===== src/hw/rtl/txcw_pkg.sv =====
package txcw_pkg;

  localparam int COLUMNS = 80;
  localparam int ROWS    = 25;
  localparam int CELLS   = COLUMNS * ROWS;
  localparam int ADDR_W  = $clog2(CELLS);
  localparam int COL_W   = 7;
  localparam int ROW_W   = 5;
  localparam int CELL_W  = 16;
  localparam int QDEPTH  = 2;

  localparam logic [7:0] NEWLINE_CODE = 8'h0a;
  localparam logic [7:0] BLANK_CODE   = 8'h20;
  localparam logic [7:0] ATTR_RESET   = 8'h0f;

  // action codes on the request port
  localparam logic [2:0] ACT_PUT    = 3'd0;
  localparam logic [2:0] ACT_BACK   = 3'd1;
  localparam logic [2:0] ACT_CLEAR  = 3'd2;
  localparam logic [2:0] ACT_SETPOS = 3'd3;
  localparam logic [2:0] ACT_READ   = 3'd4;

  typedef enum logic [2:0] {
    OP_PUT,
    OP_NEWLINE,
    OP_BACK,
    OP_CLEAR,
    OP_SETPOS,
    OP_READ,
    OP_REPORT
  } txcw_op_e;

  typedef struct packed {
    logic [2:0]       action;
    logic [7:0]       char_code;
    logic [COL_W-1:0] column;
    logic [ROW_W-1:0] row;
  } txcw_req_t;

  typedef struct packed {
    logic [COL_W-1:0] cursor_column;
    logic [ROW_W-1:0] cursor_row;
    logic [7:0]       cell_char;
    logic [7:0]       cell_attr;
  } txcw_rsp_t;

  // classified item as it sits in the queue
  typedef struct packed {
    txcw_op_e         op;
    logic [7:0]       char_code;
    logic [COL_W-1:0] column;
    logic [ROW_W-1:0] row;
    logic [7:0]       attr;
  } txcw_entry_t;

  typedef struct packed {
    logic init_busy;
  } txcw_status_t;

endpackage


===== src/hw/rtl/txcw_fifo.sv =====
module txcw_fifo
  import txcw_pkg::*;
(
  input  logic        clk_i,
  input  logic        rst_ni,
  input  logic        push_i,
  input  txcw_entry_t push_entry_i,
  output logic        ready_o,
  output logic        valid_o,
  output txcw_entry_t head_o,
  input  logic        pop_i
);

  localparam int PTR_W = (QDEPTH > 1) ? $clog2(QDEPTH) : 1;
  localparam int CNT_W = $clog2(QDEPTH + 1);

  txcw_entry_t        slot_q [QDEPTH];
  logic [PTR_W-1:0]   wptr_q, wptr_d, rptr_q, rptr_d;
  logic [CNT_W-1:0]   cnt_q, cnt_d;
  logic               do_push, do_pop;

  assign ready_o = cnt_q != CNT_W'(QDEPTH);
  assign valid_o = cnt_q != '0;
  assign head_o  = slot_q[rptr_q];
  assign do_push = push_i && ready_o;
  assign do_pop  = pop_i && valid_o;

  always_comb begin
    wptr_d = wptr_q;
    rptr_d = rptr_q;
    cnt_d  = cnt_q;
    if (do_push) begin
      wptr_d = (wptr_q == PTR_W'(QDEPTH - 1)) ? '0 : wptr_q + PTR_W'(1);
    end
    if (do_pop) begin
      rptr_d = (rptr_q == PTR_W'(QDEPTH - 1)) ? '0 : rptr_q + PTR_W'(1);
    end
    if (do_push && !do_pop) begin
      cnt_d = cnt_q + CNT_W'(1);
    end else if (do_pop && !do_push) begin
      cnt_d = cnt_q - CNT_W'(1);
    end
  end

  always_ff @(posedge clk_i or negedge rst_ni) begin
    if (!rst_ni) begin
      wptr_q <= '0;
      rptr_q <= '0;
      cnt_q  <= '0;
    end else begin
      wptr_q <= wptr_d;
      rptr_q <= rptr_d;
      cnt_q  <= cnt_d;
    end
  end

  always_ff @(posedge clk_i) begin
    if (do_push) begin
      slot_q[wptr_q] <= push_entry_i;
    end
  end

endmodule


===== config.mk =====
export PLATFORM = sky130hd
export DESIGN_NAME = txcw_fifo
export DESIGN_NICKNAME = d
export VERILOG_FILES = /design/src/hw/rtl/txcw_pkg.sv /design/src/hw/rtl/txcw_fifo.sv
export SDC_FILE = /design/constraint.sdc
export NUM_CORES = 1
export LEC_CHECK = 0
export ABC_AREA = 1
export BUFFER_PORTS_ARGS = -buffer_cell sky130_fd_sc_hd__buf_2
export CAP_MARGIN = 40
export CORE_MARGIN = 2
export CORE_UTILIZATION = 45
export DETAILED_ROUTE_END_ITERATION = 10
export PLACE_DENSITY_LB_ADDON = 0.25
export SLEW_MARGIN = 30
export SYNTH_ARGS = -nofsm -noshare
export SYNTH_HDL_FRONTEND = slang
export SYNTH_SLANG_ARGS = --single-unit
export TNS_END_PERCENT = 100

===== constraint.sdc =====
create_clock -name clk_i -period 3.3 [get_ports clk_i]
set_input_delay 0.495 -clock clk_i [delete_from_list [all_inputs] [get_ports clk_i]]
set_output_delay 0.495 -clock clk_i [all_outputs]
set_load 0.02 [all_outputs]

* Word level (Yosys, flattened, before mapping)
Memories as Yosys holds them, arrays and structs flattened.
Index checks and enable logic that the tools add are counted.
W data, S select, Z words.
** Word-level totals
- Word-level logic and storage cells :: 23
- Input port bits :: 35
- Memories :: 1
- Memory bits (writable) :: 62
- Output and inout bits :: 33
- Register bits :: 4
** Cells by class
- Add/subtract/negate cells :: 4
- Eq/ne operators :: 1
- Muxes and demuxes :: 6
- Reductions and logical operators :: 8
** Memories
- slot_q :: words 2, width 31, read ports 1, clocked after Yosys merged registers in 0, write ports 1, line txcw_fifo.sv:17 : txcw_entry_t slot_q [QDEPTH];
** Operators with widths (number)
- $logic_and A1 B1 Y1 :: 4
- $mux W1 :: 4
- $mux W2 :: 2
- $reduce_bool A2 Y1 :: 2
- $add A1 B1 Y1 const B :: 2
- $add A2 B1 Y2 const B :: 1
- $logic_not A1 Y1 :: 2
- $ne A2 B2 Y1 const B :: 1
- $sub A2 B1 Y2 const B :: 1

* Depth between registers and ports, before layout
- Depth in word-level cells :: 6
- Mapped depth :: 10
- Gate-level depth less buffers :: 10

* Least setup slack after synthesis
OpenSTA, ideal clock, no wires.
- Path kind :: flip-flop to flip-flop
- Start :: register cnt_q[0]
- End :: memory slot_q[0][0] (netlist bit) (enable)
- Setup time :: 419 ps
- Period minus slack after synthesis :: 2351 ps
- Data arrival time :: 1932 ps
- Setup slack :: 949 ps
- Data required time :: 2881 ps
- Path buffers :: 0
- Cell stages (with the launch flop) :: 5
- Cells stage by stage :: dfrtp_1 -> inv_2 -> nand2_4 -> nand2_4 -> nor2_1
** On the way
- Word-level cells in the longest chain between the ends :: 4
** RTL lines
- start, declared :: line txcw_fifo.sv:19 : logic [CNT_W-1:0] cnt_q, cnt_d;
- start signal, assigned :: line txcw_fifo.sv:53 : cnt_q <= cnt_d;
- $ne A2 B2 Y1 :: line txcw_fifo.sv:22 : assign ready_o = cnt_q != CNT_W'(QDEPTH);
- net ready_o :: line txcw_fifo.sv:8 : output logic ready_o,
- $logic_and A1 B1 Y1 :: line txcw_fifo.sv:25 : assign do_push = push_i && ready_o;
- $mux W1 :: line txcw_fifo.sv:58 : if (do_push) begin
- $mux W1 (implied by the code) :: line txcw_fifo.sv:59 : slot_q[wptr_q] <= push_entry_i;
- end, declared :: line txcw_fifo.sv:17
The timed path passes the listed nets, and every way through them passes these cells.

==> out/qor.yml <==
status:
  status: "finished, final reports clean"
synth:
  synthMuxAreaShare: 0
  synth_cell_type_count: 16
  synthSimpleGateAreaFrac: 0.177
  yosys_register_bits: 66
  synth_cells: 191
  avgSynthCellArea_um2: 13.5
  yosysWarnings: 0
  synth_nets: 227
  synth_adder_area_share: 0.00487
  synthesis.area_um2: 2570
  synth_top_family_by_area: "simple AND/OR/NAND/NOR gates"
  seq_area_frac_synth: 0.763
  synthXorXnorAreaFrac: 0.00973
  synth_compound_area_frac: 0
worst_setup_path:
  critPathCapture: "head_o[14]"
  cp_max_fo: 19
  r2r-end: "slot_q[0][18]"
  critPathKind: "reg2out"
  rr_startpoint: "cnt_q[0]"
  ff2ff_setup_slack_ns: 1.71
  critPathLaunchType: "flop"
  worstRegToRegCells: 5
  cp.arrival_ns: 1.81
  crit_path_start: "rptr_q"
  critPathCaptureType: "output port"
  worst_ep_required_time_ns: 2.80
cts:
  cts.sinks: 66
  cts_resized: 0
  cts.htree.levels: 3
  cts_tree: "built"
  cts.clk_slew.worst_paths_ns: 0.06
  clock_latency_ns: 0.32
  clockRootBuffer: "clkbuf_8"
  clockBufferDepth: 2
  cts_made_buffers: 9
power_and_ir_drop:
  p_int_uw: 1780
  powerDensity_nw_per_um2: 915
  power_frac_comb: 0.380
  power.net_switching_uw: 1110
  clockPowerShare: 0.186
  power_frac_seq: 0.434
  leakage_uw: 0.00137
  sw_frac_of_total: 0.385
  p_total_uw: 2890
  peakVddDrop_mv: 0.419
global_route:
  grt_max_degree: 33
  first_global_vias: 1517
  grt_usage: 0.146
  overflow: 0
  antenna_found_initial: 0
  grt_pass1_wl_um: 6760
cells_and_area:
  multiInputGateArea_um2: 508
  drive_gt1_frac: 0.373
  diodes: 0
  fillers: 480
  ff_latch_area_um2: 1960
  nets: 302
  area_growth_pct: 22.8
floorplan:
  std_cell_rows: 27
  fp.dieH_um: 79.6
  ioPinCount: 68
  start_util: 0.467
  coreArea_um2: 5510
  fp.dieW_um: 79.6
  die-area_um2: 6330
sta:
  setup_viol_count_final: 0
  relSlewSlack: 0.496
  finalCritPeriodShare: 0.699
  clock.fmax_mhz: 434
  tightest_slew_ns: 0.756
  hold_viol_final: 0
  post-route-min-period_ns: 2.31
  fin_hold_ws_ns: 0.355
  grt_setup_unrepaired: "no"
  fin_skew_ns: 0.00598
  finalSetupTns_ns: 0
  slew_viol_final: 0
run:
  cap_violations: 0
route:
  vias: 1536
  final_antenna_net_count: 0
  firstDrtPassIters: 4
  initialDrtViolationCount: 54
  routed_wl_um: 4280
  wl_per_cell_um: 12.5
  drc: 0
  avgViaCountPerCell: 4.48
placed_design:
  dp_hpwl_um: 2870
  portBuffers: 67
  gp_congestion: 0.730
hold_path:
  hold_class: "in2reg"
==> timing repair <==
action,in CTS,in global routing
setup buffers,0,0
endpoints found under the hold margin,4,0
hold buffers,1,0
==> flip-flops by register name, summed over array words and instances (netlist names) <==
| signal | flops |
|---|---|
| cnt_q | 2 |
| wptr_q | 1 |
| slot_q | 62 |
| rptr_q | 1 |
==> cells by family (layout without fill, tap and decap cells) <==
kind of cell | count (synthesis) | count (layout)
XOR/XNOR | 2 | 2
adder cells (fa/ha/maj) | 1 | 1
buffers and inverters | 14 | 94
flip-flops | 66 | 66
AND/OR/NAND/NOR | 108 | 108
==> worst max-delay path, stage by stage (launching register included) <==
cell     delay [ns]
dfrtp_1        0.83
buf_4          0.34
nand2_1        0.07
nand2_1        0.08
buf_2          0.16
==> per-layer routing <==
layer,vias to the layer above,track usage,part of all wire
met2,51,0.239,0.50
met4,0,0.0931,0.020
met5,-,0,0
met1,692,0.170,0.41
li1,784,-,-
met3,9,0.0396,0.065
==> synth_stat cells (all sizes together) <==
cell,count,area share
inv,7,0.013
ha,1,0.0049
dfrtp,4,0.039
buf,7,0.032
nor2,2,0.0029
nand3,2,0.0039
xor2,1,0.0063
nand2,103,0.17
edfxtp,62,0.72
xnor2,1,0.0034
nand4,1,0.0024
==> layout by cell type (no fill, tap or decap) <==
cell type	n
nand2_1	89
clkbuf_8	9
clkbuf_1	4
edfxtp_1	62
clkinvlp_4	1
buf_4	1
buf_16	2
clkinv_1	1
ha_1	1
dfrtp_1	4
nand3_1	2
buf_2	67
dlygate4sd3_1	1
nand4_1	1
inv_1	4
xnor2_1	1
nand2_4	2
nor2_4	2
inv_2	2
xor2_2	1
nand2_2	12
inv_8	1
clkinv_2	1
==> worst min path at each step <==
stage,from,to,cells past startpoint
after global routing,push_entry_i[25],slot_q[0][25],1
after CTS,push_entry_i[5],slot_q[0][5],1
after floorplan,rst_ni,cnt_q[0],0
after global placement,rst_ni,cnt_q[1],1
after detailed placement,rst_ni,cnt_q[1],1
final,push_entry_i[5],slot_q[0][5],1
==> area by class of cell <==
type	instances	area share
Tap cell	72	0.0285
Clock inverter	3	0.00515
Multi-Input combinational cell	111	0.161
Inverter	7	0.0107
Clock buffer	13	0.0440
Timing Repair Buffer	71	0.129
Sequential cell	66	0.621
==> power by group through the flow <==
stage               registers (µW)  clock network [µW]  logic (µW)
finish                        1250                 537        1100
global route                  1270                 584        1210
CTS                           1260                 556        1120
detailed placement            1270                   0        1120
global placement              1270                   0        1060
floorplan                     1220                   0         837
==> stage by stage <==
step	cell area [µm²]	setup WS, ns	instances	util
after floorplan	2570	0.949	191	-
after global placement	2940	1.33	324	0.533
after detailed placement	2990	1.30	326	0.543
after CTS	3160	0.938	343	0.573
after global routing	3160	0.844	343	0.573
final	3160	0.994	343	0.573
(Power assumes the default switching activity.)
