**config.mk**
```make
export PLATFORM = sky130hd
export DESIGN_NAME = txcw_back
export DESIGN_NICKNAME = d
export VERILOG_FILES = /design/src/hw/rtl/txcw_pkg.sv /design/src/hw/rtl/txcw_back.sv
export SDC_FILE = /design/constraint.sdc
export NUM_CORES = 1
export LEC_CHECK = 0
export ABC_CLOCK_PERIOD_IN_PS = 8250
export BUFFER_PORTS_ARGS = -buffer_cell sky130_fd_sc_hd__clkbuf_2
export CAP_MARGIN = 20
export CORE_MARGIN = 2
export CORE_UTILIZATION = 45
export CTS_CLUSTER_DIAMETER = 150
export DETAILED_ROUTE_END_ITERATION = 10
export PLACE_DENSITY_LB_ADDON = 0.25
export SYNTH_ARGS = -nofsm -noshare
export SYNTH_HDL_FRONTEND = slang
export SYNTH_SLANG_ARGS = --single-unit
```
**constraint.sdc**
```tcl
create_clock -name clk_i -period 8.25 [get_ports clk_i]
set_clock_uncertainty 0.05 [all_clocks]
set_input_delay 0.4125 -clock clk_i [delete_from_list [all_inputs] [get_ports clk_i]]
set_output_delay 0.4125 -clock clk_i [all_outputs]
set_load 0.02 [all_outputs]
```
**src/hw/rtl/txcw_pkg.sv**
```systemverilog
package txcw_pkg;

  localparam int COLUMNS = 80;
  localparam int ROWS    = 25;
  localparam int CELLS   = COLUMNS * ROWS;
  localparam int ADDR_W  = $clog2(CELLS);
  localparam int COL_W   = 7;
  localparam int ROW_W   = 5;
  localparam int CELL_W  = 16;
  localparam int QDEPTH  = 2;

  localparam logic [7:0] NEWLINE_CODE = 8'h0a;
  localparam logic [7:0] BLANK_CODE   = 8'h20;
  localparam logic [7:0] ATTR_RESET   = 8'h0f;

  // action codes on the request port
  localparam logic [2:0] ACT_PUT    = 3'd0;
  localparam logic [2:0] ACT_BACK   = 3'd1;
  localparam logic [2:0] ACT_CLEAR  = 3'd2;
  localparam logic [2:0] ACT_SETPOS = 3'd3;
  localparam logic [2:0] ACT_READ   = 3'd4;

  typedef enum logic [2:0] {
    OP_PUT,
    OP_NEWLINE,
    OP_BACK,
    OP_CLEAR,
    OP_SETPOS,
    OP_READ,
    OP_REPORT
  } txcw_op_e;

  typedef struct packed {
    logic [2:0]       action;
    logic [7:0]       char_code;
    logic [COL_W-1:0] column;
    logic [ROW_W-1:0] row;
  } txcw_req_t;

  typedef struct packed {
    logic [COL_W-1:0] cursor_column;
    logic [ROW_W-1:0] cursor_row;
    logic [7:0]       cell_char;
    logic [7:0]       cell_attr;
  } txcw_rsp_t;

  // classified item as it sits in the queue
  typedef struct packed {
    txcw_op_e         op;
    logic [7:0]       char_code;
    logic [COL_W-1:0] column;
    logic [ROW_W-1:0] row;
    logic [7:0]       attr;
  } txcw_entry_t;

  typedef struct packed {
    logic init_busy;
  } txcw_status_t;

endpackage

```
**src/hw/rtl/txcw_back.sv**
```systemverilog
module txcw_back
  import txcw_pkg::*;
(
  input  logic                clk_i,
  input  logic                rst_ni,
  input  logic                q_valid_i,
  input  txcw_entry_t         q_head_i,
  output logic                q_pop_o,
  output txcw_status_t        status_o,
  output logic                ram_we_o,
  output logic [ADDR_W-1:0]   ram_waddr_o,
  output logic [CELL_W-1:0]   ram_wdata_o,
  output logic                ram_re_o,
  output logic [ADDR_W-1:0]   ram_raddr_o,
  input  logic [CELL_W-1:0]   ram_rdata_i,
  output logic                strobe_o,
  output txcw_rsp_t           rsp_o
);

  typedef enum logic [2:0] {
    S_INIT,
    S_IDLE,
    S_EXEC,
    S_SWEEP,
    S_PUTWR,
    S_READ
  } state_e;

  localparam logic [ROW_W:0]    ROWS_X    = (ROW_W + 1)'(ROWS);
  localparam logic [ADDR_W-1:0] LAST_ADDR = ADDR_W'(CELLS - 1);

  state_e             state_q, state_d;
  txcw_entry_t        cur_q, cur_d;
  logic [COL_W-1:0]   col_q, col_d;
  logic [ROW_W-1:0]   line_q, line_d;
  logic [ROW_W-1:0]   top_q, top_d;      // physical row holding logical row 0
  logic [ADDR_W-1:0]  swp_addr_q, swp_addr_d;
  logic [ADDR_W-1:0]  swp_end_q, swp_end_d;
  logic               swp_clr_q, swp_clr_d;
  logic               strobe_q, strobe_d;
  txcw_rsp_t          rsp_q, rsp_d;

  logic               emit;
  logic [CELL_W-1:0]  rd_cell;
  logic [COL_W-1:0]   pcol, bcol;
  logic [ROW_W-1:0]   pline, bline;
  logic [ADDR_W-1:0   ] scr_base;

  // rows rotate instead of moving, so a scroll only blanks one row
  function automatic logic [ADDR_W-1:0] cell_addr(input logic [ROW_W-1:0] r,
                                                  input logic [COL_W-1:0] c,
                                                  input logic [ROW_W-1:0] t);
    logic [ROW_W:0] p;
    p = {1'b0, r} + {1'b0, t};
    if (p >= ROWS_X) p = p - ROWS_X;
    return ADDR_W'(p) * ADDR_W'(COLUMNS) + ADDR_W'(c);
  endfunction

  // cursor after a pending wrap, and after a backspace
  always_comb begin
    pcol  = col_q;
    pline = line_q;
    if (col_q >= COL_W'(COLUMNS)) begin
      pcol  = '0;
      pline = (line_q < ROW_W'(ROWS)) ? line_q + ROW_W'(1) : line_q;
    end
    bcol  = '0;
    bline = '0;
    if (col_q != '0) begin
      bcol  = col_q - COL_W'(1);
      bline = line_q;
    end else if (line_q != '0) begin
      bcol  = COL_W'(COLUMNS - 1);
      bline = line_q - ROW_W'(1);
    end
  end

  assign scr_base = cell_addr('0, '0, top_q);

  always_comb begin
    state_d     = state_q;
    cur_d       = cur_q;
    col_d       = col_q;
    line_d      = line_q;
    top_d       = top_q;
    swp_addr_d  = swp_addr_q;
    swp_end_d   = swp_end_q;
    swp_clr_d   = swp_clr_q;
    rsp_d       = rsp_q;
    emit        = 1'b0;
    rd_cell     = '0;
    q_pop_o     = 1'b0;
    ram_we_o    = 1'b0;
    ram_waddr_o = '0;
    ram_wdata_o = '0;
    ram_re_o    = 1'b0;
    ram_raddr_o = '0;

    case (state_q)
      S_INIT: begin
        ram_we_o    = 1'b1;
        ram_waddr_o = swp_addr_q;
        ram_wdata_o = {ATTR_RESET, BLANK_CODE};
        swp_addr_d  = swp_addr_q + ADDR_W'(1);
        if (swp_addr_q == LAST_ADDR) begin
          swp_addr_d = '0;
          state_d    = S_IDLE;
        end
      end
      S_IDLE: begin
        if (q_valid_i) begin
          q_pop_o = 1'b1;
          cur_d   = q_head_i;
          state_d = S_EXEC;
        end
      end
      S_EXEC: begin
        state_d = S_IDLE;
        case (cur_q.op)
          OP_NEWLINE: begin
            col_d  = '0;
            line_d = (line_q < ROW_W'(ROWS)) ? line_q + ROW_W'(1) : line_q;
            emit   = 1'b1;
          end
          OP_PUT: begin
            if (pline == ROW_W'(ROWS)) begin
              // new bottom row is the old top row
              top_d      = (top_q == ROW_W'(ROWS - 1)) ? '0 : top_q + ROW_W'(1);
              col_d      = pcol;
              line_d     = ROW_W'(ROWS - 1);
              swp_addr_d = scr_base;
              swp_end_d  = scr_base + ADDR_W'(COLUMNS - 1);
              swp_clr_d  = 1'b0;
              state_d    = S_SWEEP;
            end else begin
              ram_we_o    = 1'b1;
              ram_waddr_o = cell_addr(pline, pcol, top_q);
              ram_wdata_o = {cur_q.attr, cur_q.char_code};
              col_d       = pcol + COL_W'(1);
              line_d      = pline;
              emit        = 1'b1;
            end
          end
          OP_BACK: begin
            col_d  = bcol;
            line_d = bline;
            if (bline < ROW_W'(ROWS)) begin
              ram_we_o    = 1'b1;
              ram_waddr_o = cell_addr(bline, bcol, top_q);
              ram_wdata_o = {cur_q.attr, BLANK_CODE};
            end
            emit = 1'b1;
          end
          OP_CLEAR: begin
            swp_addr_d = '0;
            swp_end_d  = LAST_ADDR;
            swp_clr_d  = 1'b1;
            top_d      = '0;
            col_d      = '0;
            line_d     = '0;
            state_d    = S_SWEEP;
          end
          OP_SETPOS: begin
            col_d  = cur_q.column;
            line_d = cur_q.row;
            emit   = 1'b1;
          end
          OP_READ: begin
            ram_re_o    = 1'b1;
            ram_raddr_o = cell_addr(cur_q.row, cur_q.column, top_q);
            state_d     = S_READ;
          end
          default: emit = 1'b1;
        endcase
      end
      S_SWEEP: begin
        ram_we_o    = 1'b1;
        ram_waddr_o = swp_addr_q;
        ram_wdata_o = {cur_q.attr, BLANK_CODE};
        swp_addr_d  = swp_addr_q + ADDR_W'(1);
        if (swp_addr_q == swp_end_q) begin
          if (swp_clr_q) begin
            emit    = 1'b1;
            state_d = S_IDLE;
          end else begin
            state_d = S_PUTWR;
          end
        end
      end
      S_PUTWR: begin
        ram_we_o    = 1'b1;
        ram_waddr_o = cell_addr(line_q, col_q, top_q);
        ram_wdata_o = {cur_q.attr, cur_q.char_code};
        col_d       = col_q + COL_W'(1);
        emit        = 1'b1;
        state_d     = S_IDLE;
      end
      S_READ: begin
        rd_cell = ram_rdata_i;
        emit    = 1'b1;
        state_d = S_IDLE;
      end
      default: state_d = S_IDLE;
    endcase

    strobe_d = emit;
    if (emit) begin
      rsp_d.cursor_column = col_d;
      rsp_d.cursor_row    = line_d;
      rsp_d.cell_char     = rd_cell[7:0];
      rsp_d.cell_attr     = rd_cell[15:8];
    end
  end

  always_ff @(posedge clk_i or negedge rst_ni) begin
    if (!rst_ni) begin
      state_q    <= S_INIT;
      cur_q      <= '0;
      col_q      <= '0;
      line_q     <= '0;
      top_q      <= '0;
      swp_addr_q <= '0;
      swp_end_q  <= '0;
      swp_clr_q  <= 1'b0;
      strobe_q   <= 1'b0;
      rsp_q      <= '0;
    end else begin
      state_q    <= state_d;
      cur_q      <= cur_d;
      col_q      <= col_d;
      line_q     <= line_d;
      top_q      <= top_d;
      swp_addr_q <= swp_addr_d;
      swp_end_q  <= swp_end_d;
      swp_clr_q  <= swp_clr_d;
      strobe_q   <= strobe_d;
      rsp_q      <= rsp_d;
    end
  end

  assign status_o.init_busy = state_q == S_INIT;
  assign strobe_o           = strobe_q;
  assign rsp_o              = rsp_q;

`ifndef SYNTHESIS
  a_strobe_single: assert property (@(posedge clk_i) disable iff (!rst_ni)
    strobe_q |=> !strobe_q)
    else $error("result strobe high on two cycles running");

  a_cursor_range: assert property (@(posedge clk_i) disable iff (!rst_ni)
    col_q <= COL_W'(COLUMNS) && line_q <= ROW_W'(ROWS))
    else $error("cursor outside its range");

  a_top_range: assert property (@(posedge clk_i) disable iff (!rst_ni)
    top_q < ROW_W'(ROWS))
    else $error("row rotation offset out of range");

  a_idle_no_write: assert property (@(posedge clk_i) disable iff (!rst_ni)
    (state_q == S_IDLE || state_q == S_READ) |-> !ram_we_o)
    else $error("store written outside an item");

  a_pop_then_exec: assert property (@(posedge clk_i) disable iff (!rst_ni)
    q_pop_o |=> state_q == S_EXEC && !strobe_q)
    else $error("popped item not taken up");
`endif

endmodule
```
## Word-level counts from Yosys, hierarchy flattened

Index checks and enable logic that the tools add are counted.

| cells by class | value |
|---|---|
| add/sub/neg operators | 21 |
| multiply operators | 5 |
| divide/modulo/power cells | 0 |
| order comparisons | 8 |
| equality and inequality tests | 20 |
| shift operators | 0 |
| multiplexer cells | 68 |
| bitwise operators | 0 |
| reduce and logical (&&, ||, !) cells | 15 |

Operators with widths:

| cell | count |
|---|---|
| $mux 6 | 14 |
| $mux 11 | 7 |
| $pmux 11 s2 | 3 |
| $pmux 11 s3 | 2 |
| $pmux 16 s4 | 1 |
| $mux 16 | 3 |
| $add 11x7->11 | 4 |
| $mux 5 | 8 |
| $mul 6x3->7 const B | 5 |
| $pmux 16 s2 | 1 |
| $mux 7 | 4 |
| $pmux 7 s4 | 1 |
| $pmux 5 s5 | 1 |
| $add 5x5->6 | 4 |
| $ge 6x5->1 const B | 4 |
| $sub 6x5->6 const B | 4 |
| $add 7x1->7 const B | 2 |
| $pmux 7 s2 | 1 |
| $eq 3x2->1 const B | 4 |
| $eq 3x3->1 const B | 4 |
| $mux 3 | 4 |
| $pmux 3 s4 | 1 |
| $add 11x1->11 const B | 1 |
| $add 11x7->11 const B | 1 |
| 30 further kinds | 53 |

| storage, ports and cells | value |
|---|---|
| flip-flop bits (word level) | 103 |
| latch bits | 0 |
| memory bits (writable) | 0 |
| bits in read-only memories | 0 |
| bits of input ports | 50 |
| word-level logic and storage cells | 154 |
| memories | 0 |

## Logic depth before layout (Yosys ltp)

| depth | value |
|---|---|
| depth in word-level cells | 14 |
| mapped depth | 28 |
| mapped depth without buffers | 27 |

## Worst setup path before layout

No wires, ideal clock.

| timing | value |
|---|---|
| path kind | register -> output |
| from | register col_q[5] |
| to | output ram_waddr_o[10] |
| arrival time | 5,699 ps |
| data required time | 7,787 ps |
| setup slack | 2,089 ps |
| cell stages (with the launch flop) | 24 |
| buffers on the path | 2 |
| path through | dfrtp_1 > buf_6 > or4_1 > buf_2 > nor2_1 > nand3_1 > nand2_1 > ha_1 > inv_1 > fa_1 > ha_1 > nand3b_1 > a311oi_1 > mux2i_1 > ha_1 > ha_1 > inv_1 > fa_1 > nor4b_1 > xor2_1 > xnor2_1 > and4_1 > o21ai_0 > nand4_1 |

| between the ends | value |
|---|---|
| longest elaborated chain between the ends | 13 |
| elaborated cells on any way between the ends | 32 |

Ends and longest elaborated chain:

| element | RTL line | text |
|---|---|---|
| start, declared | txcw_back.sv:34 | `logic [COL_W-1:0] col_q, col_d;` |
| start signal, assigned | txcw_back.sv:230 | `col_q <= col_d;` |
| $ge 7x7->1 / $reduce_bool 7->1 (equally long branches) | txcw_back.sv:63, txcw_back.sv:69 |  |
| $mux 5 (on tied branches) | txcw_back.sv:63, txcw_back.sv:69 |  |
| $add 5x5->6 | txcw_back.sv:54 | `p = {1'b0, r} + {1'b0, t};` |
| $sub 6x5->6 / $ge 6x5->1 (equally long branches) | txcw_back.sv:55 | `if (p >= ROWS_X) p = p - ROWS_X;` |
| $mux 6 | txcw_back.sv:55 |  |
| $mux 6 (on tied branches) | txcw_back.sv:126, txcw_back.sv:147 |  |
| $mux 6 | txcw_back.sv:119 | `case (cur_q.op)` |
| $mux 6 | txcw_back.sv:99 | `case (state_q)` |
| $mul 6x3->7 | txcw_back.sv:56 | `return ADDR_W'(p) * ADDR_W'(COLUMNS) + ADDR_W'(c);` |
| $add 11x7->11 | txcw_back.sv:56 |  |
| $mux 11 (on tied branches) | txcw_back.sv:126, txcw_back.sv:147 |  |
| $pmux 11 s2 | txcw_back.sv:119 |  |
| $pmux 11 s3 * | txcw_back.sv:99 |  |
| end, declared | txcw_back.sv:11 | `output logic [ADDR_W-1:0] ram_waddr_o,` |

Mark *: on every way between the ends. The rest lies on a longest branch, timed or not. The select of a mux whose other input is x is not followed.

## Worst setup path after layout

| timing | value |
|---|---|
| from | register line_q[1] |
| to | output ram_waddr_o[10] |

| between the ends | value |
|---|---|
| longest elaborated chain between the ends | 14 |
| elaborated cells on any way between the ends | 41 |

Ends and longest elaborated chain:

| element | RTL line | text |
|---|---|---|
| start, declared | txcw_back.sv:35 | `logic [ROW_W-1:0] line_q, line_d;` |
| start signal, assigned | txcw_back.sv:231 | `line_q <= line_d;` |
| $sub 5x1->5, or another cell as far along | txcw_back.sv:74 | `bline = line_q - ROW_W'(1);` |
| $mux 5 (on tied branches) | txcw_back.sv:72, txcw_back.sv:65 |  |
| $mux 5 (on tied branches) | txcw_back.sv:69, txcw_back.sv:63 |  |
| $add 5x5->6 | txcw_back.sv:54 |  |
| $sub 6x5->6 / $ge 6x5->1 (equally long branches) | txcw_back.sv:55 |  |
| $mux 6 | txcw_back.sv:55 |  |
| $mux 6 (on tied branches) | txcw_back.sv:147, txcw_back.sv:126 |  |
| $mux 6 | txcw_back.sv:119 |  |
| $mux 6 | txcw_back.sv:99 |  |
| $mul 6x3->7 | txcw_back.sv:56 |  |
| $add 11x7->11 | txcw_back.sv:56 |  |
| $mux 11 (on tied branches) | txcw_back.sv:147, txcw_back.sv:126 |  |
| $pmux 11 s2 | txcw_back.sv:119 |  |
| $pmux 11 s3 * | txcw_back.sv:99 |  |

Marked as above.

==> results by group <==
Yosys
  • Area leader, netlist: dfrtp_1
  • Library cells used by synthesis: 73
  • Synth async-reset ratio: 100%
  • FF+latch count, synth: 100
  • EDFF count, synth: 0
  • Count leader, synth: o21ai_0
  • Syn_nets: ~1200
  • Post-synthesis sequential area ratio: 27.7%
  • Syn Std Cell Area: 9020 um2
  • Area contributors post-synth: dfrtp_1 (28%), ha_1 (13%), o21ai_0 (5.7%), mux2_2 (4.9%), nand2_1 (4.0%)
  • Mapped Cells: 1064
  • Commonest cells in the netlist: o21ai_0 (102), dfrtp_1 (100), nand2_1 (97)
  • Syn Area/Cell: 8.48 um2
  • Commonest register cell after synthesis: dfrtp_1
  • Synth Warn #: 0
  • Share of Yosys cell area claimed by the top area cell type: around 28%

Critical path
  • FF-to-FF Start: top_q[1]
  • CP Cell Sequence: inv_1 -> ha_1 -> nor4b_1 -> nor3_1 -> a21oi_1 -> inv_1 -> ha_1 -> a211oi_1 -> nor3b_1 -> o21a_1 -> a311oi_1 -> mux2i_1 -> ha_1 -> ha_1 -> inv_1 -> fa_1 -> nor4b_1 -> xor2_1 -> xnor2_1 -> and4_1 -> o21ai_0 -> nand4_1 -> clkbuf_2
  • Worst setup SP type: register
  • Crit-path most repeated cell: ha_1
  • Buffers & Inverters on Critical Path: 4
  • Worst EP required: 7.79 ns
  • Setup crit start: line_q[1]
  • CP delay by family, top: compound AO/OA/AOI/OAI gates
  • Highest-delay cell along the critical path: a311oi_1
  • CP peak stage delay: 0.57 ns
  • CP arrival: 6.80 ns
  • Max FO, Critical Path: 13
  • WS Path Type: register to output pin
  • Crit. End Element: output pin

STA
  • Final setup fails: 0
  • Peak Freq: 138 MHz
  • Slew of the pin with the lowest slew margin: around 1.1 ns
  • Max Slew Vio Count: 0
  • Period utilization: 88.0%
  • Setup TNS: 0 ns
  • Final hold vios: 0
  • Final min period: 7.26 ns
  • Slew headroom: 24.9%
  • RSZ-0062 raised after global routing: no

Place
  • Port-buffer cells: 120
  • Gp weighted congestion: 0.979
  • Post-DP HPWL: 20000 um

CTS
  • Root Buffer: clkbuf_16
  • H-tree levels: 3
  • Postcts setup bufs: 0
  • Hold-fix buffers, CTS: 1
  • CTS tree: built
  • Clock slew at reported path FFs: around 0.080 ns
  • Clk buf depth: 2
  • # clock sinks: 100
  • Clock buffer count from CTS: 9
  • CTS resizes: 0
  • Clk_lat worst skew: 0.36 ns

Flow run
  • MaxCap Viol Count: 0

Cells and area
  • Area grow syn2layout: 12.2%
  • Diode count: 0
  • Layout cells sized above 1: 17.0%
  • FILL cells: 1954
  • Fin nets: 1307
  • Final design utilization: 51.7%

Detailed routing
  • Antenna viol nets, final: 0
  • Routed Wire Length: 26200 um
  • Routed vias: 8340
  • Initial DRC count: 875
  • Drt drc: 0
  • Drt via density: 5.86
  • Wire per inst: 18.4 um
  • First-pass detailed-route iteration total: 5

Floorplanning
  • Num ports: around 120
  • Die X: 146 um
  • DIE HEIGHT: between 100 and 150 um
  • Starting Density: 46.0%
  • Core box area: 19600 um2
  • Die ar.: 21200 um2
  • FP Rows: 51

Min path
  • Hold Path Class: primary input to register
  • Worst Min Path Start: q_head_i[0]

GRT
  • First-pass GRT wire length: 43000 um
  • GRT Util Overall: 25.0%
  • Number of global-route vias before repair: between 8000 and 9000
  • Grt ovf: 0
  • Initial antenna violation count: 0
  • Largest net degree at the start of global routing: 61

Power and ir drop
  • Pleak: ~4.7 nW
  • Peak supply drop: 0.294 mV
  • PD cells: approximately 460 nW/um2

Outcome
  • Status: completed
flip-flops by register name, indices dropped and copies added (netlist names):
name,count
top_q,5
strobe_o,1
col_q,7
swp_addr_q,11
cur_q,31
line_q,5
swp_clr_q,1
state_q,3
rsp_o,28
swp_end_q,8
worst min-delay path: stages:
cell	delay, ns
clkbuf_2	0.07
nand2_1	0.03
o21ai_0	0.05
layout by cell type (no fill, tap or decap), types with 36 or more instances in the layout:
cell,instances
ha_1,91
dfrtp_1,100
a21oi_1,52
clkbuf_2,119
inv_1,59
nand3_1,36
nor2_1,68
o21ai_0,102
nand2_1,97
mux2_2,39
area by class of cell:
class,instances,area [um2],area share [%]
repair buffers,129,673,6.65
inverters,59,221,2.19
multi-input cells,854,6100,60.3
clock inverters,7,67.6,0.667
flip-flops and latches,100,2500,24.7
clock buffers,9,225,2.22
well taps,265,332,3.28
final timing paths:
check / to / slack, ns / cells after the start
max in group asynchronous: rsp_o[19] / 6.43 / 3
worst min-delay path: cur_q[0] / 0.20 / 3
worst min register to register: rsp_o[10] / 0.44 / 2
worst max-delay path: ram_waddr_o[10] / 0.99 / 23
min in group asynchronous: swp_addr_q[8] / 0.51 / 2
worst max register to register: swp_end_q[10] / 4.24 / 12
through the flow:
| step | cell area (um2) | cells | setup WS (ns) | total power, mW | hold WS, ns |
|---|---|---|---|---|---|
| finish | 10100 | 1423 | 0.992 | 4.62 | 0.195 |
| global route | 10100 | 1423 | 0.451 | 5.08 | 0.212 |
| CTS | 10100 | 1422 | 1.10 | 4.61 | 0.191 |
| detailed placement | 9810 | 1405 | 1.53 | 4.16 | 0.383 |
| global placement | 9810 | 1405 | 1.64 | 4.11 | 0.384 |
| floorplan | 9020 | 1064 | 2.09 | 3.36 | 0.0669 |
layer usage:
metal	part of all wire, %	track usage (%)
met5	0	0
met4	3.6	9.46
met1	46	35.5
met3	7.0	4.01
met2	44	38.6
where the power goes:
group	switching, mW	internal [mW]
logic	1.87	1.37
registers	0.281	0.668
clock network	0.214	0.212
kinds of logic after synthesis:
| kind of cell | count (synthesis) | share of synthesized area (%) |
|---|---|---|
| AO/OA/AOI/OAI | 295 | 20.8 |
| XOR/XNOR | 68 | 6.60 |
| adder cells (fa/ha/maj) | 104 | 15.5 |
| buffers and inverters | 110 | 4.80 |
| flip-flops | 100 | 27.7 |
| multiplexers | 48 | 5.88 |
| AND/OR/NAND/NOR | 339 | 18.7 |
(Power assumes the default switching activity.)
