## src/hw/rtl/txcw_pkg.sv

```systemverilog
package txcw_pkg;

  localparam int COLUMNS = 80;
  localparam int ROWS    = 25;
  localparam int CELLS   = COLUMNS * ROWS;
  localparam int ADDR_W  = $clog2(CELLS);
  localparam int COL_W   = 7;
  localparam int ROW_W   = 5;
  localparam int CELL_W  = 16;
  localparam int QDEPTH  = 2;

  localparam logic [7:0] NEWLINE_CODE = 8'h0a;
  localparam logic [7:0] BLANK_CODE   = 8'h20;
  localparam logic [7:0] ATTR_RESET   = 8'h0f;

  // action codes on the request port
  localparam logic [2:0] ACT_PUT    = 3'd0;
  localparam logic [2:0] ACT_BACK   = 3'd1;
  localparam logic [2:0] ACT_CLEAR  = 3'd2;
  localparam logic [2:0] ACT_SETPOS = 3'd3;
  localparam logic [2:0] ACT_READ   = 3'd4;

  typedef enum logic [2:0] {
    OP_PUT,
    OP_NEWLINE,
    OP_BACK,
    OP_CLEAR,
    OP_SETPOS,
    OP_READ,
    OP_REPORT
  } txcw_op_e;

  typedef struct packed {
    logic [2:0]       action;
    logic [7:0]       char_code;
    logic [COL_W-1:0] column;
    logic [ROW_W-1:0] row;
  } txcw_req_t;

  typedef struct packed {
    logic [COL_W-1:0] cursor_column;
    logic [ROW_W-1:0] cursor_row;
    logic [7:0]       cell_char;
    logic [7:0]       cell_attr;
  } txcw_rsp_t;

  // classified item as it sits in the queue
  typedef struct packed {
    txcw_op_e         op;
    logic [7:0]       char_code;
    logic [COL_W-1:0] column;
    logic [ROW_W-1:0] row;
    logic [7:0]       attr;
  } txcw_entry_t;

  typedef struct packed {
    logic init_busy;
  } txcw_status_t;

endpackage

```

## src/hw/rtl/txcw_front.sv

```systemverilog
module txcw_front
  import txcw_pkg::*;
(
  input  logic         clk_i,
  input  logic         rst_ni,
  input  logic         start,
  output logic         busy,
  input  txcw_req_t    req_i,
  input  logic         cfg_valid_i,
  output logic         cfg_ready_o,
  input  logic [7:0]   cfg_wdata_i,
  input  txcw_status_t status_i,
  input  logic         q_ready_i,
  output logic         q_valid_o,
  output txcw_entry_t  q_entry_o
);

  logic [7:0] attr_q, attr_d;

  assign cfg_ready_o = 1'b1;
  assign busy        = !q_ready_i || status_i.init_busy;
  assign q_valid_o   = start && !busy;

  always_comb begin
    attr_d = attr_q;
    if (cfg_valid_i && cfg_ready_o) begin
      attr_d = cfg_wdata_i;
    end
  end

  always_ff @(posedge clk_i or negedge rst_ni) begin
    if (!rst_ni) begin
      attr_q <= ATTR_RESET;
    end else begin
      attr_q <= attr_d;
    end
  end

  // attribute travels with the item so a later register write cannot touch it
  always_comb begin
    q_entry_o.op        = OP_REPORT;
    q_entry_o.char_code = req_i.char_code;
    q_entry_o.column    = req_i.column;
    q_entry_o.row       = req_i.row;
    q_entry_o.attr      = attr_q;
    case (req_i.action)
      ACT_PUT: begin
        q_entry_o.op = (req_i.char_code == NEWLINE_CODE) ? OP_NEWLINE : OP_PUT;
      end
      ACT_BACK:  q_entry_o.op = OP_BACK;
      ACT_CLEAR: q_entry_o.op = OP_CLEAR;
      ACT_SETPOS: begin
        q_entry_o.op = OP_SETPOS;
        if (req_i.column > COL_W'(COLUMNS)) q_entry_o.column = COL_W'(COLUMNS);
        if (req_i.row > ROW_W'(ROWS))       q_entry_o.row    = ROW_W'(ROWS);
      end
      ACT_READ: begin
        // out-of-store read just reports the cursor with a zero cell
        if (req_i.column < COL_W'(COLUMNS) && req_i.row < ROW_W'(ROWS)) begin
          q_entry_o.op = OP_READ;
        end
      end
      default: q_entry_o.op = OP_REPORT;
    endcase
  end

endmodule

```

## config.mk

```make
export PLATFORM = sky130hd
export DESIGN_NAME = txcw_front
export DESIGN_NICKNAME = d
export VERILOG_FILES = /design/src/hw/rtl/txcw_pkg.sv /design/src/hw/rtl/txcw_front.sv
export SDC_FILE = /design/constraint.sdc
export NUM_CORES = 1
export LEC_CHECK = 0
export BUFFER_PORTS_ARGS = -buffer_cell sky130_fd_sc_hd__buf_2
export CELL_PAD_IN_SITES_DETAIL_PLACEMENT = 1
export CELL_PAD_IN_SITES_GLOBAL_PLACEMENT = 1
export CORE_AREA = 2 2 55 57
export DETAILED_ROUTE_END_ITERATION = 10
export DIE_AREA = 0 0 57 59
export GPL_TIMING_DRIVEN = 0
export PLACE_DENSITY_LB_ADDON = 0.1
export RECOVER_POWER = 100
export SYNTH_ARGS = -nofsm -noshare
export SYNTH_HDL_FRONTEND = slang
export SYNTH_SLANG_ARGS = --single-unit
```

## constraint.sdc

```tcl
create_clock -name clk_i -period 1.7 [get_ports clk_i]
set_clock_uncertainty 0.15 [all_clocks]
set_input_delay 0.34 -clock clk_i [delete_from_list [all_inputs] [get_ports clk_i]]
set_output_delay 0.34 -clock clk_i [all_outputs]
set_load 0.05 [all_outputs]
```

-- Word-level counts from Yosys, hierarchy flattened
Index checks and enable logic that the tools add are counted.
- register bits: 8
- word-level logic and storage cells: 22
- output and inout port bits: 34
- input bits: 37
- muxes and demuxes: 6
- reductions and logical operators: 6
- order comparisons: 4
- equal/unequal tests: 5
- operators by type and width (cell ; count):
    3-bit case mux with 5 select lines ; 1
    12-bit two-way mux ; 1
    8-bit by 4-bit equality test with 1-bit output (second input constant) ; 1
    7-bit greater-than comparator (second input constant) ; 1
    7-bit < comparator (second input constant) ; 1
    7-bit two-way mux ; 1
    3-bit by 2-bit equality test with 1-bit output (second input constant) ; 2
    5-bit greater-than comparator (second input constant) ; 1
    5-bit < comparator (second input constant) ; 1
    5-bit two-way mux ; 1
    3-bit by 1-bit equality test with 1-bit output (second input constant) ; 1
    3-bit equality test (second input constant) ; 1
    3-bit logical NOT ; 1
    1-bit logical AND ; 2
    1-bit logical NOT ; 2
    2-bit two-way mux ; 1
    1-bit logical OR ; 1
    1-bit two-way mux ; 1

-- Longest topological paths before layout
Gate-level depths: netlist (run 1).
- depth after elaboration: 4
- mapped depth: 3

-- Worst setup path before layout (run 1)
OpenSTA, ideal clock, no wires.
- path kind: in2out
- start: input port status_i
- end: output port q_valid_o
- arrival: 1.503 ns
- stages on the path: 2
- buffers on the path: 0
- required time: 1.210 ns
- setup slack: -0.293 ns
- cells stage by stage: nand2b_1 nor2_1
- longest elaborated chain between the ends: 3
- ends and longest elaborated chain (item ; line ; RTL):
    start: declaration ; txcw_front.sv:12 ; input txcw_status_t status_i,
    1-bit logical OR ; txcw_front.sv:21 ; assign busy = !q_ready_i || status_i.init_busy;
    1-bit logical NOT ; txcw_front.sv:22 ; assign q_valid_o = start && !busy;
    1-bit logical AND ; txcw_front.sv:22 ;
    end: declaration ; txcw_front.sv:14 ; output logic q_valid_o,
No other way between the ends.

==> results of run 1 <==
power by group through the flow:
stage	Combinational (mW)	Sequential, mW	Clock, mW
after CTS	0.417	0.225	0.167
after global placement	0.378	0.226	0
after floorplan	0.200	0.299	0
final	0.414	0.225	0.157
after global routing	0.438	0.228	0.172
after detailed placement	0.383	0.228	0
layer usage:
| metal | track usage [%] | routed length, µm | vias up |
|---|---|---|---|
| li1 | - | - | 343 |
| met1 | 10.54 | 579 | 341 |
| met2 | 26.11 | 1195 | 33 |
| met3 | 1.528 | 156 | 0 |
| met4 | 3.987 | 0 | 0 |
| met5 | 0 | 0 | - |
cell type report:
| cell class | instances | area (µm²) | share of cell area (%) |
|---|---|---|---|
| Buffer | 13 | 82.58 | 7.120 |
| Clock buffer | 4 | 26.28 | 2.265 |
| Inverter | 2 | 7.507 | 0.6473 |
| Multi-Input combinational cell | 39 | 376.6 | 32.47 |
| Sequential cell | 8 | 205.2 | 17.69 |
| Tap cell | 31 | 38.79 | 3.344 |
| Timing Repair Buffer | 69 | 422.9 | 36.46 |
synth_stat cells:
| cell | count |
|---|---|
| sky130_fd_sc_hd__nor4bb_1 | 1 |
| sky130_fd_sc_hd__nor2_1 | 3 |
| sky130_fd_sc_hd__or2_1 | 1 |
| sky130_fd_sc_hd__nand2_2 | 1 |
| sky130_fd_sc_hd__buf_4 | 9 |
| sky130_fd_sc_hd__nand2b_1 | 2 |
| sky130_fd_sc_hd__nand4_1 | 1 |
| sky130_fd_sc_hd__o31ai_2 | 1 |
| sky130_fd_sc_hd__nand2_1 | 1 |
| sky130_fd_sc_hd__o21bai_1 | 1 |
| sky130_fd_sc_hd__dfstp_2 | 4 |
| sky130_fd_sc_hd__a31oi_1 | 1 |
| sky130_fd_sc_hd__a21oi_1 | 2 |
| sky130_fd_sc_hd__dfrtp_1 | 4 |
| sky130_fd_sc_hd__nor4_1 | 1 |
| sky130_fd_sc_hd__nand4b_1 | 1 |
| sky130_fd_sc_hd__o21ai_0 | 1 |
| sky130_fd_sc_hd__inv_1 | 2 |
| sky130_fd_sc_hd__and2_1 | 1 |
| sky130_fd_sc_hd__mux2_1 | 8 |
| sky130_fd_sc_hd__buf_2 | 1 |
| sky130_fd_sc_hd__nor2b_1 | 6 |
| sky130_fd_sc_hd__or2_0 | 1 |
| sky130_fd_sc_hd__a21o_1 | 1 |
| sky130_fd_sc_hd__nor3_2 | 1 |
| sky130_fd_sc_hd__nor2_2 | 1 |
| sky130_fd_sc_hd__o311ai_1 | 1 |
| sky130_fd_sc_hd__conb_1 | 1 |
| sky130_fd_sc_hd__clkbuf_1 | 3 |
worst paths after layout:
| path | startpoint | to | slack, ns | cells after the start |
|---|---|---|---|---|
| max in group asynchronous | rst_ni | attr_q[3] | 0.67 | 2 |
| worst max-delay path | req_i[0] | q_entry_o[28] | 0.007 | 5 |
| worst min-delay path | cfg_wdata_i[7] | attr_q[7] | 0.15 | 2 |
| worst max register to register | attr_q[5] | attr_q[5] | 0.78 | 1 |
| min in group asynchronous | rst_ni | attr_q[7] | 0.38 | 2 |
| worst min register to register | attr_q[4] | attr_q[4] | 0.33 | 1 |
layout by cell type, fill, tap and decap left out, types with 2 or more instances in the layout:
master and count:
sky130_fd_sc_hd__nand2b_1 2, sky130_fd_sc_hd__nor2_1 2, sky130_fd_sc_hd__nor2b_2 4, sky130_fd_sc_hd__dfstp_2 4, sky130_fd_sc_hd__buf_4 12, sky130_fd_sc_hd__dfrtp_1 4
sky130_fd_sc_hd__inv_1 2, sky130_fd_sc_hd__buf_2 29, sky130_fd_sc_hd__clkbuf_2 10, sky130_fd_sc_hd__clkbuf_4 3, sky130_fd_sc_hd__buf_6 10, sky130_fd_sc_hd__buf_8 2
sky130_fd_sc_hd__clkbuf_1 19, sky130_fd_sc_hd__mux2_1 8, sky130_fd_sc_hd__nor2b_1 2
cell families after synthesis:
group / Yosys count / synth area share (%)
simple gates: 22 / 23.51
buf+inv: 15 / 15.60
mux: 8 / 15.39
compound gates: 8 / 9.830
other cells: 1 / 0.6404
flops: 8 / 35.04
timing repair:
| action | in CTS | in global routing |
|---|---|---|
| resized for setup | 26 | 11 |
| endpoints found under the setup margin | 7 | 9 |
| hold endpoints to repair | 8 | 0 |
| hold buffers | 1 | 0 |
| pin swaps | 7 | 7 |
==> impl_metrics.ini, run 1 <==
[outcome]
status = finished clean

[setup_path]
max_stage_delay_ns = 0.29
setup.worst_path.end_class = output port
cp_cell_sequence = buf_8, o311ai_4, nand4_1, o31ai_4, buf_6
master_of_the_slowest_instance_on_the_critical_path = sky130_fd_sc_hd__o311ai_4
buffers_plus_inverters_on_the_worst_setup_path = 2
timing_worst_setup_path_type = input pin to output port
cp-start-kind = input pin
cpLargestDelayFamily = compound AO/OA/AOI/OAI gates
crit_fanout = 2
required_time_of_the_critical_path_ns = 1.21
arrival_ns = 1.20

[cells_and_area]
layout-area-overhead-vs-synth_pct = 98.08
largest_register_ff_count = 8
final_nets = 173
final_design_area_no_fill_mm2 = 0.001160
largest_register_by_flop_count = attr_q
layout.core_utilization_pct = 42.80
fillers = 332
leading_registers_by_flop_count = attr_q: 8 flops
stdcell_count = 166
post_route_cells_drive_above_1_share_pct = 62.96
antenna-diode-count = 0

[timing]
slew_viol_final = 0
normalized_max_slew_margin_pct = 59.62
final.period_utilization_pct = 99.58
setup_viol = 0
finalCriticalPeriod_ns = 1.693
rsz0062_at_grt = true
worst_pin_slew_ns = 0.6083
hold_viol_final = 0
max_clock_freq_ghz = 0.5907
finalHoldWorstSlack_ns = 0.1476
final_worst_slack_ns = 0.007173
setup-tns-final_ns = 0

[power_and_ir_drop]
swShare_pct = 44.65
ir_drop_uv = 483.4
leakagePower_nw = 0.5528
powerDensity_mw_per_mm2 = 686.4
power.internal_mw = 0.4406
power_switching_mw = 0.3554
clkPwrFrac_pct = 19.7
comb_power_share_pct = 52.0
pwr-share-seq_pct = 28.2
finalPower_mw = 0.7961

[detailed_routing]
detail_route.wl_per_cell_um = 11.63
ratio_of_routed_vias_to_standard_cells = 4.319
dr.pass1.iters = 2
ant_nets = 0
detailedRoute.firstIterationViolations = 1
drt_drc_violations_left = 0
final_wirelength_um = 1931
num_vias = 717

[clock_tree]
tritoncts_num_sinks = 8
post_cts_repair_timing_setup_buffer_count = 0
clock_tree_from_tritoncts = built
cts.reportedPaths.clkPinSlew_ns = 0.06
htreeDepth = 1
cts_made_buffers = 3
clk_root_buffer_cell = sky130_fd_sc_hd__clkbuf_4
clockBufferDepth = 2
worst_skew_pair.late_latency_ns = 0.24

[place]
placement_cell_area_um2 = 996.0
dp.final_hpwl_um = 1654
dp_worst_setup_slack_ns = -0.2762
port-buffer-count = 68
gpl.final_weighted_congestion = 0.6794
dp_cells = 161

[logic_synthesis]
syn_nets = 99
syn-instance-count = 62
avgSynthCellArea_um2 = 9.445
mappedNetlistArea_um2 = 585.6
seq_area_frac_synth_pct = 35.04
yosysTopAreaCellShare_pct = 17.95
synth_area_leaders = sky130_fd_sc_hd__dfstp_2 18%, sky130_fd_sc_hd__dfrtp_1 17%, sky130_fd_sc_hd__mux2_1 15%
synth.largest_area_cell = sky130_fd_sc_hd__dfstp_2
synth-seq-cells = 8
netlist-cell-type-count = 29
synth-warning-count = 0

[floorplanning]
fp.dieW_um = 57
core_area_mm2 = 0.002710
initial_standard_cell_utilization_of_the_core_pct = 21.61
die_y_um = 59
ioPinCount = 71
die_area_mm2 = 0.003363
row_count = 19

[global_routing]
grt.overflow.total = 0
grt_pass1_wl_um = 3187
antenna_found_initial = 0
grt_pass1_vias = 770
track_usage_pct = 11.79
grt_max_degree = 9

[worst_hold_path]
worstHoldPathType = input pin to register

[flow_run]
max_cap_violations = 0
No activity file was read; power rests on OpenSTA's default activity.
==> run 2, diff against run 1 <==
- REMOVE_ABC_BUFFERS: not set -> 1
- TNS_END_PERCENT: not set -> 20
==> impl_metrics.ini, run 2 (synthesized netlist as in run 1, its figures left out) <==
[cells_and_area]
most-common-layout-cells = 60 x sky130_fd_sc_hd__buf_2, 8 x sky130_fd_sc_hd__mux2_1, 6 x sky130_fd_sc_hd__nor2b_1, 5 x sky130_fd_sc_hd__clkbuf_1
antenna-diode-count = 0
final_nets = 161
post_route_cells_drive_above_1_share_pct = 65.04
fillers = 334
layout-area-overhead-vs-synth_pct = 70.94
largest_register_by_flop_count = attr_q
stdcell_count = 154
mostFrequentLayoutCell = sky130_fd_sc_hd__buf_2
leading_registers_by_flop_count = attr_q: 8 flops
largest_register_ff_count = 8

[timing]
max_clock_freq_ghz = 0.5785
final_worst_slack_ns = -0.02864
rsz0062_at_grt = true
finalHoldWorstSlack_ns = 0.1527
setup_viol = 1
worst_pin_slew_ns = 0.5990
normalized_max_slew_margin_pct = 60.24
finalCriticalPeriod_ns = 1.729
slew_viol_final = 0
hold_viol_final = 0
final.period_utilization_pct = 101.7

[outcome]
status = finished with violations
violations = setup timing

[setup_path]
r2r_setup_slack_ns = 0.78
r2r.worst_path.cells = 1
cp-start-kind = input pin
crit_fanout = 2
required_time_of_the_critical_path_ns = 1.21
setup.worst_path.end_class = output port
timing_worst_setup_path_type = input pin to output port
arrival_ns = 1.24

[detailed_routing]
detailedRoute.firstIterationViolations = 10
num_vias = 690
ratio_of_routed_vias_to_standard_cells = 4.481
met1Wirelength_um = 582
ant_nets = 0
final_wirelength_um = 1827
dr.max_layer_used = met4
detail_route.wl_per_cell_um = 11.86
dr.pass1.iters = 4
routed-wl-met2_um = 955
dr_wl_met3_um = 275
drt_drc_violations_left = 0

[power_and_ir_drop]
finalPower_mw = 0.7537
ir_drop_uv = 671.3
leakagePower_nw = 0.5050
powerDensity_mw_per_mm2 = 753.0

[floorplanning]
row_count = 19
fp.dieW_um = 57
core_area_mm2 = 0.002710
initial_standard_cell_utilization_of_the_core_pct = 21.61
die_area_mm2 = 0.003363
die_y_um = 59
ioPinCount = 71

[clock_tree]
clock_tree_from_tritoncts = built
cts.reportedPaths.clkPinSlew_ns = 0.06
htreeDepth = 1
post_cts_repair_timing_setup_buffer_count = 0
cts_made_buffers = 3
tritoncts_num_sinks = 8
clockBufferDepth = 2
clk_root_buffer_cell = sky130_fd_sc_hd__clkbuf_4
worst_skew_pair.late_latency_ns = 0.25

[flow_run]
max_cap_violations = 0

[place]
dp_cells = 149
gpl.final_weighted_congestion = 0.6753
port-buffer-count = 69
dp.final_hpwl_um = 1507

[global_routing]
track_usage_pct = 10.32
grt_pass1_vias = 670
antenna_found_initial = 0
grt.overflow.total = 0
grt_pass1_wl_um = 2677
grt_max_degree = 9

[worst_hold_path]
holdPathStages = 2
worstHoldPathType = input pin to register
-- run 2: area by class of cell --
cell class | count | area [µm²] | share of cell area (%)
timing repair buffer | 70 | 377.9 | 37.75
multi-input combinational | 39 | 345.3 | 34.50
sequential | 8 | 205.2 | 20.50
tap | 31 | 38.79 | 3.875
clock buffer | 4 | 26.28 | 2.625
inverter | 2 | 7.507 | 0.7500
-- run 2: critical path, stage by stage --
cell                      delay (ns)
sky130_fd_sc_hd__buf_2          0.12
sky130_fd_sc_hd__nor4_4         0.28
sky130_fd_sc_hd__a21oi_2        0.10
sky130_fd_sc_hd__o31ai_2        0.21
sky130_fd_sc_hd__buf_6          0.19
-- run 2: report_power, final --
| part | internal [mW] | leakage (nW) | switching (mW) | total, mW |
|---|---|---|---|---|
| combinational | 0.105 | 0.401 | 0.271 | 0.376 |
| sequential | 0.217 | 0.0888 | 0.00782 | 0.225 |
| clock | 0.0897 | 0.0150 | 0.0635 | 0.153 |
-- run 2: final timing paths --
kind / from / to
worst max-delay path: req_i[16] / q_entry_o[28]
worst min-delay path: cfg_wdata_i[6] / attr_q[6]
worst max register to register: attr_q[5] / attr_q[5]
worst min register to register: attr_q[6] / attr_q[6]
max in group asynchronous: rst_ni / attr_q[1]
min in group asynchronous: rst_ni / attr_q[6]
-- run 2: repair_timing --
action | 4_1_cts | 5_1_grt
gates cloned | 0 | 0
hold buffers | 1 | 0
setup endpoints to repair | 5 | 7
gates resized for setup | 6 | 11
pin swaps | 1 | 1
hold endpoints to repair | 8 | 0
-- run 2: per-layer routing --
| metal | vias to the layer above | global-route usage, % |
|---|---|---|
| met1 | 311 | 10.14 |
| met5 | - | 0 |
| met3 | 2 | 5.240 |
| li1 | 323 | - |
| met2 | 54 | 19.54 |
| met4 | 0 | 1.993 |
-- run 2: metrics by stage --
step	setup TNS, ns	area, µm²	setup WS (ns)	util, %
after floorplan	-0.8840	501.7	-0.2929	-
after global placement	-0.1939	885.9	-0.1939	32.69
after detailed placement	-0.2678	885.9	-0.2625	32.69
after CTS	-0.1020	955.9	-0.1020	35.27
after global routing	-0.2445	1001	-0.09983	36.93
final	-0.02864	1001	-0.02864	36.93
==> run 3, diff against run 2 <==
- CORE_AREA: 2 2 55 57 -> 2 2 61 63
- DIE_AREA: 0 0 57 59 -> 0 0 63 65
- clock period: 1.7 -> 1.5 ns (I/O delays scaled with it)
==> impl_metrics.ini, run 3 (synthesized netlist as in run 1, its figures left out) <==
[power_and_ir_drop]
ir_drop_uv = 410.1
leakagePower_nw = 0.5239
powerDensity_mw_per_mm2 = 807.5

[timing]
final.period_utilization_pct = 109.5
setup_viol = 9
setup-tns-final_ns = -0.2182
rsz0062_at_grt = true
worst_pin_slew_ns = 0.6035
normalized_max_slew_margin_pct = 59.94
final_worst_slack_ns = -0.1418
slew_viol_final = 0
hold_viol_final = 0
finalCriticalPeriod_ns = 1.642
max_clock_freq_ghz = 0.6091

[setup_path]
arrival_ns = 1.19
required_time_of_the_critical_path_ns = 1.05
r2r-start = attr_q[4]
crit_fanout = 2
timing_worst_setup_path_type = input pin to output port
setup.worst_path.end_class = output port
max_stage_delay_ns = 0.25
worst-path-stages = 5
buffers_plus_inverters_on_the_worst_setup_path = 2
master_of_the_slowest_instance_on_the_critical_path = sky130_fd_sc_hd__nor4_4
cp-start-kind = input pin
cpLargestDelayFamily = compound AO/OA/AOI/OAI gates
r2r_setup_slack_ns = 0.58
crit-reg2reg-capture = attr_q[4]
r2r.worst_path.cells = 1
cp_cell_sequence = buf_2, nor4_4, a21oi_2, o31ai_2, buf_6

[floorplanning]
core_area_mm2 = 0.003496
initial_standard_cell_utilization_of_the_core_pct = 16.75
fp.dieW_um = 63
row_count = 22
die_area_mm2 = 0.004095
ioPinCount = 71
die_y_um = 65

[global_routing]
grt_max_degree = 9
grt_pass1_vias = 748
grt_pass1_wl_um = 3298
grt.overflow.total = 0
antenna_found_initial = 0
track_usage_pct = 9.878

[cells_and_area]
layout-area-overhead-vs-synth_pct = 87.39
antenna-diode-count = 0
final_nets = 163
leading_registers_by_flop_count = attr_q: 8 flops
most-common-layout-cells = 36 x sky130_fd_sc_hd__buf_2, 11 x sky130_fd_sc_hd__clkbuf_1, 10 x sky130_fd_sc_hd__buf_6, 8 x sky130_fd_sc_hd__mux2_1, 7 x sky130_fd_sc_hd__clkbuf_2
mostFrequentLayoutCell = sky130_fd_sc_hd__buf_2
post_route_cells_drive_above_1_share_pct = 61.60
fillers = 428
largest_register_by_flop_count = attr_q
largest_register_ff_count = 8

[worst_hold_path]
holdPathStages = 2
hold-path-endpoint = attr_q[6]
hold_crit_start = cfg_wdata_i[6]
worstHoldPathType = input pin to register

[clock_tree]
clockBufferDepth = 2
worst_skew_pair.late_latency_ns = 0.26
cts.reportedPaths.clkPinSlew_ns = 0.06
clk_root_buffer_cell = sky130_fd_sc_hd__clkbuf_4
clock_tree_from_tritoncts = built
htreeDepth = 1
cts_made_buffers = 3
tritoncts_num_sinks = 8

[outcome]
violations = setup timing
status = finished with violations

[detailed_routing]
num_vias = 693
detail_route.wl_per_cell_um = 11.35
final_wirelength_um = 1964
dr.pass1.iters = 2
ratio_of_routed_vias_to_standard_cells = 4.006
ant_nets = 0
detailedRoute.firstIterationViolations = 24
drt_drc_violations_left = 0

[place]
port-buffer-count = 69
gpl.final_weighted_congestion = 0.6453
dp.final_hpwl_um = 1619
dp_worst_setup_slack_ns = -0.3135

[flow_run]
max_cap_violations = 0
-- run 3: cell count changes in the layout (fill, tap and decap cells not counted), sizes merged --
cell / delta
clkbuf: +14
buf: -12
-- run 3: how the worst max path moves through the flow --
| stage | startpoint | to | slack, ns |
|---|---|---|---|
| final | req_i[16] | q_entry_o[28] | -0.14 |
| after floorplan | status_i | q_valid_o | -0.41 |
| after global routing | req_i[16] | q_entry_o[28] | -0.17 |
| after global placement | req_i[2] | q_entry_o[28] | -0.32 |
| after CTS | req_i[14] | q_entry_o[28] | -0.17 |
| after detailed placement | req_i[2] | q_entry_o[28] | -0.31 |
-- run 3: cell type report --
cell class,instances,area [µm²],area share [%]
clock buffer,4,26.28,2.395
inverter,2,7.507,0.6842
multi-input combinational,39,355.3,32.38
sequential,8,205.2,18.70
tap,48,60.06,5.473
timing repair buffer,72,442.9,40.36
-- run 3: where the power goes --
part	switching [mW]	total, mW	internal, mW
logic	0.314	0.452	0.139
clock network	0.0768	0.179	0.102
registers	0.00943	0.255	0.245
-- run 3: repair_timing --
action / 4_1_cts / 5_1_grt
gates cloned: 0 / 0
hold buffers: 1 / 0
setup buffers: 2 / 0
endpoints found under the setup margin: 10 / 12
pin swaps: 6 / 0
endpoints found under the hold margin: 8 / 0
gates resized for setup: 30 / 4
-- run 3: per-layer routing --
| layer | global-route usage [%] | up-vias | routed length (µm) |
|---|---|---|---|
| met1 | 11.13 | 322 | 813 |
| met3 | 2.257 | 0 | 201 |
| li1 | - | 327 | - |
| met4 | 3.333 | 0 | 0 |
| met2 | 18.22 | 44 | 948 |
| met5 | 0 | - | 0 |
-- run 3: through the flow --
stage | utilization [%] | total power [mW] | instances | hold slack [ns] | instance area, µm²
2_1_floorplan | - | 0.4757 | 49 | -0.1456 | 501.7
3_3_place_gp | 25.95 | 0.6588 | 166 | 0.001560 | 907.1
3_5_place_dp | 25.95 | 0.6635 | 166 | 0.006579 | 907.1
4_1_cts | 31.28 | 0.8970 | 173 | 0.1024 | 1094
5_1_grt | 31.39 | 0.9331 | 173 | 0.09803 | 1097
6_report | 31.39 | 0.8860 | 173 | 0.1076 | 1097
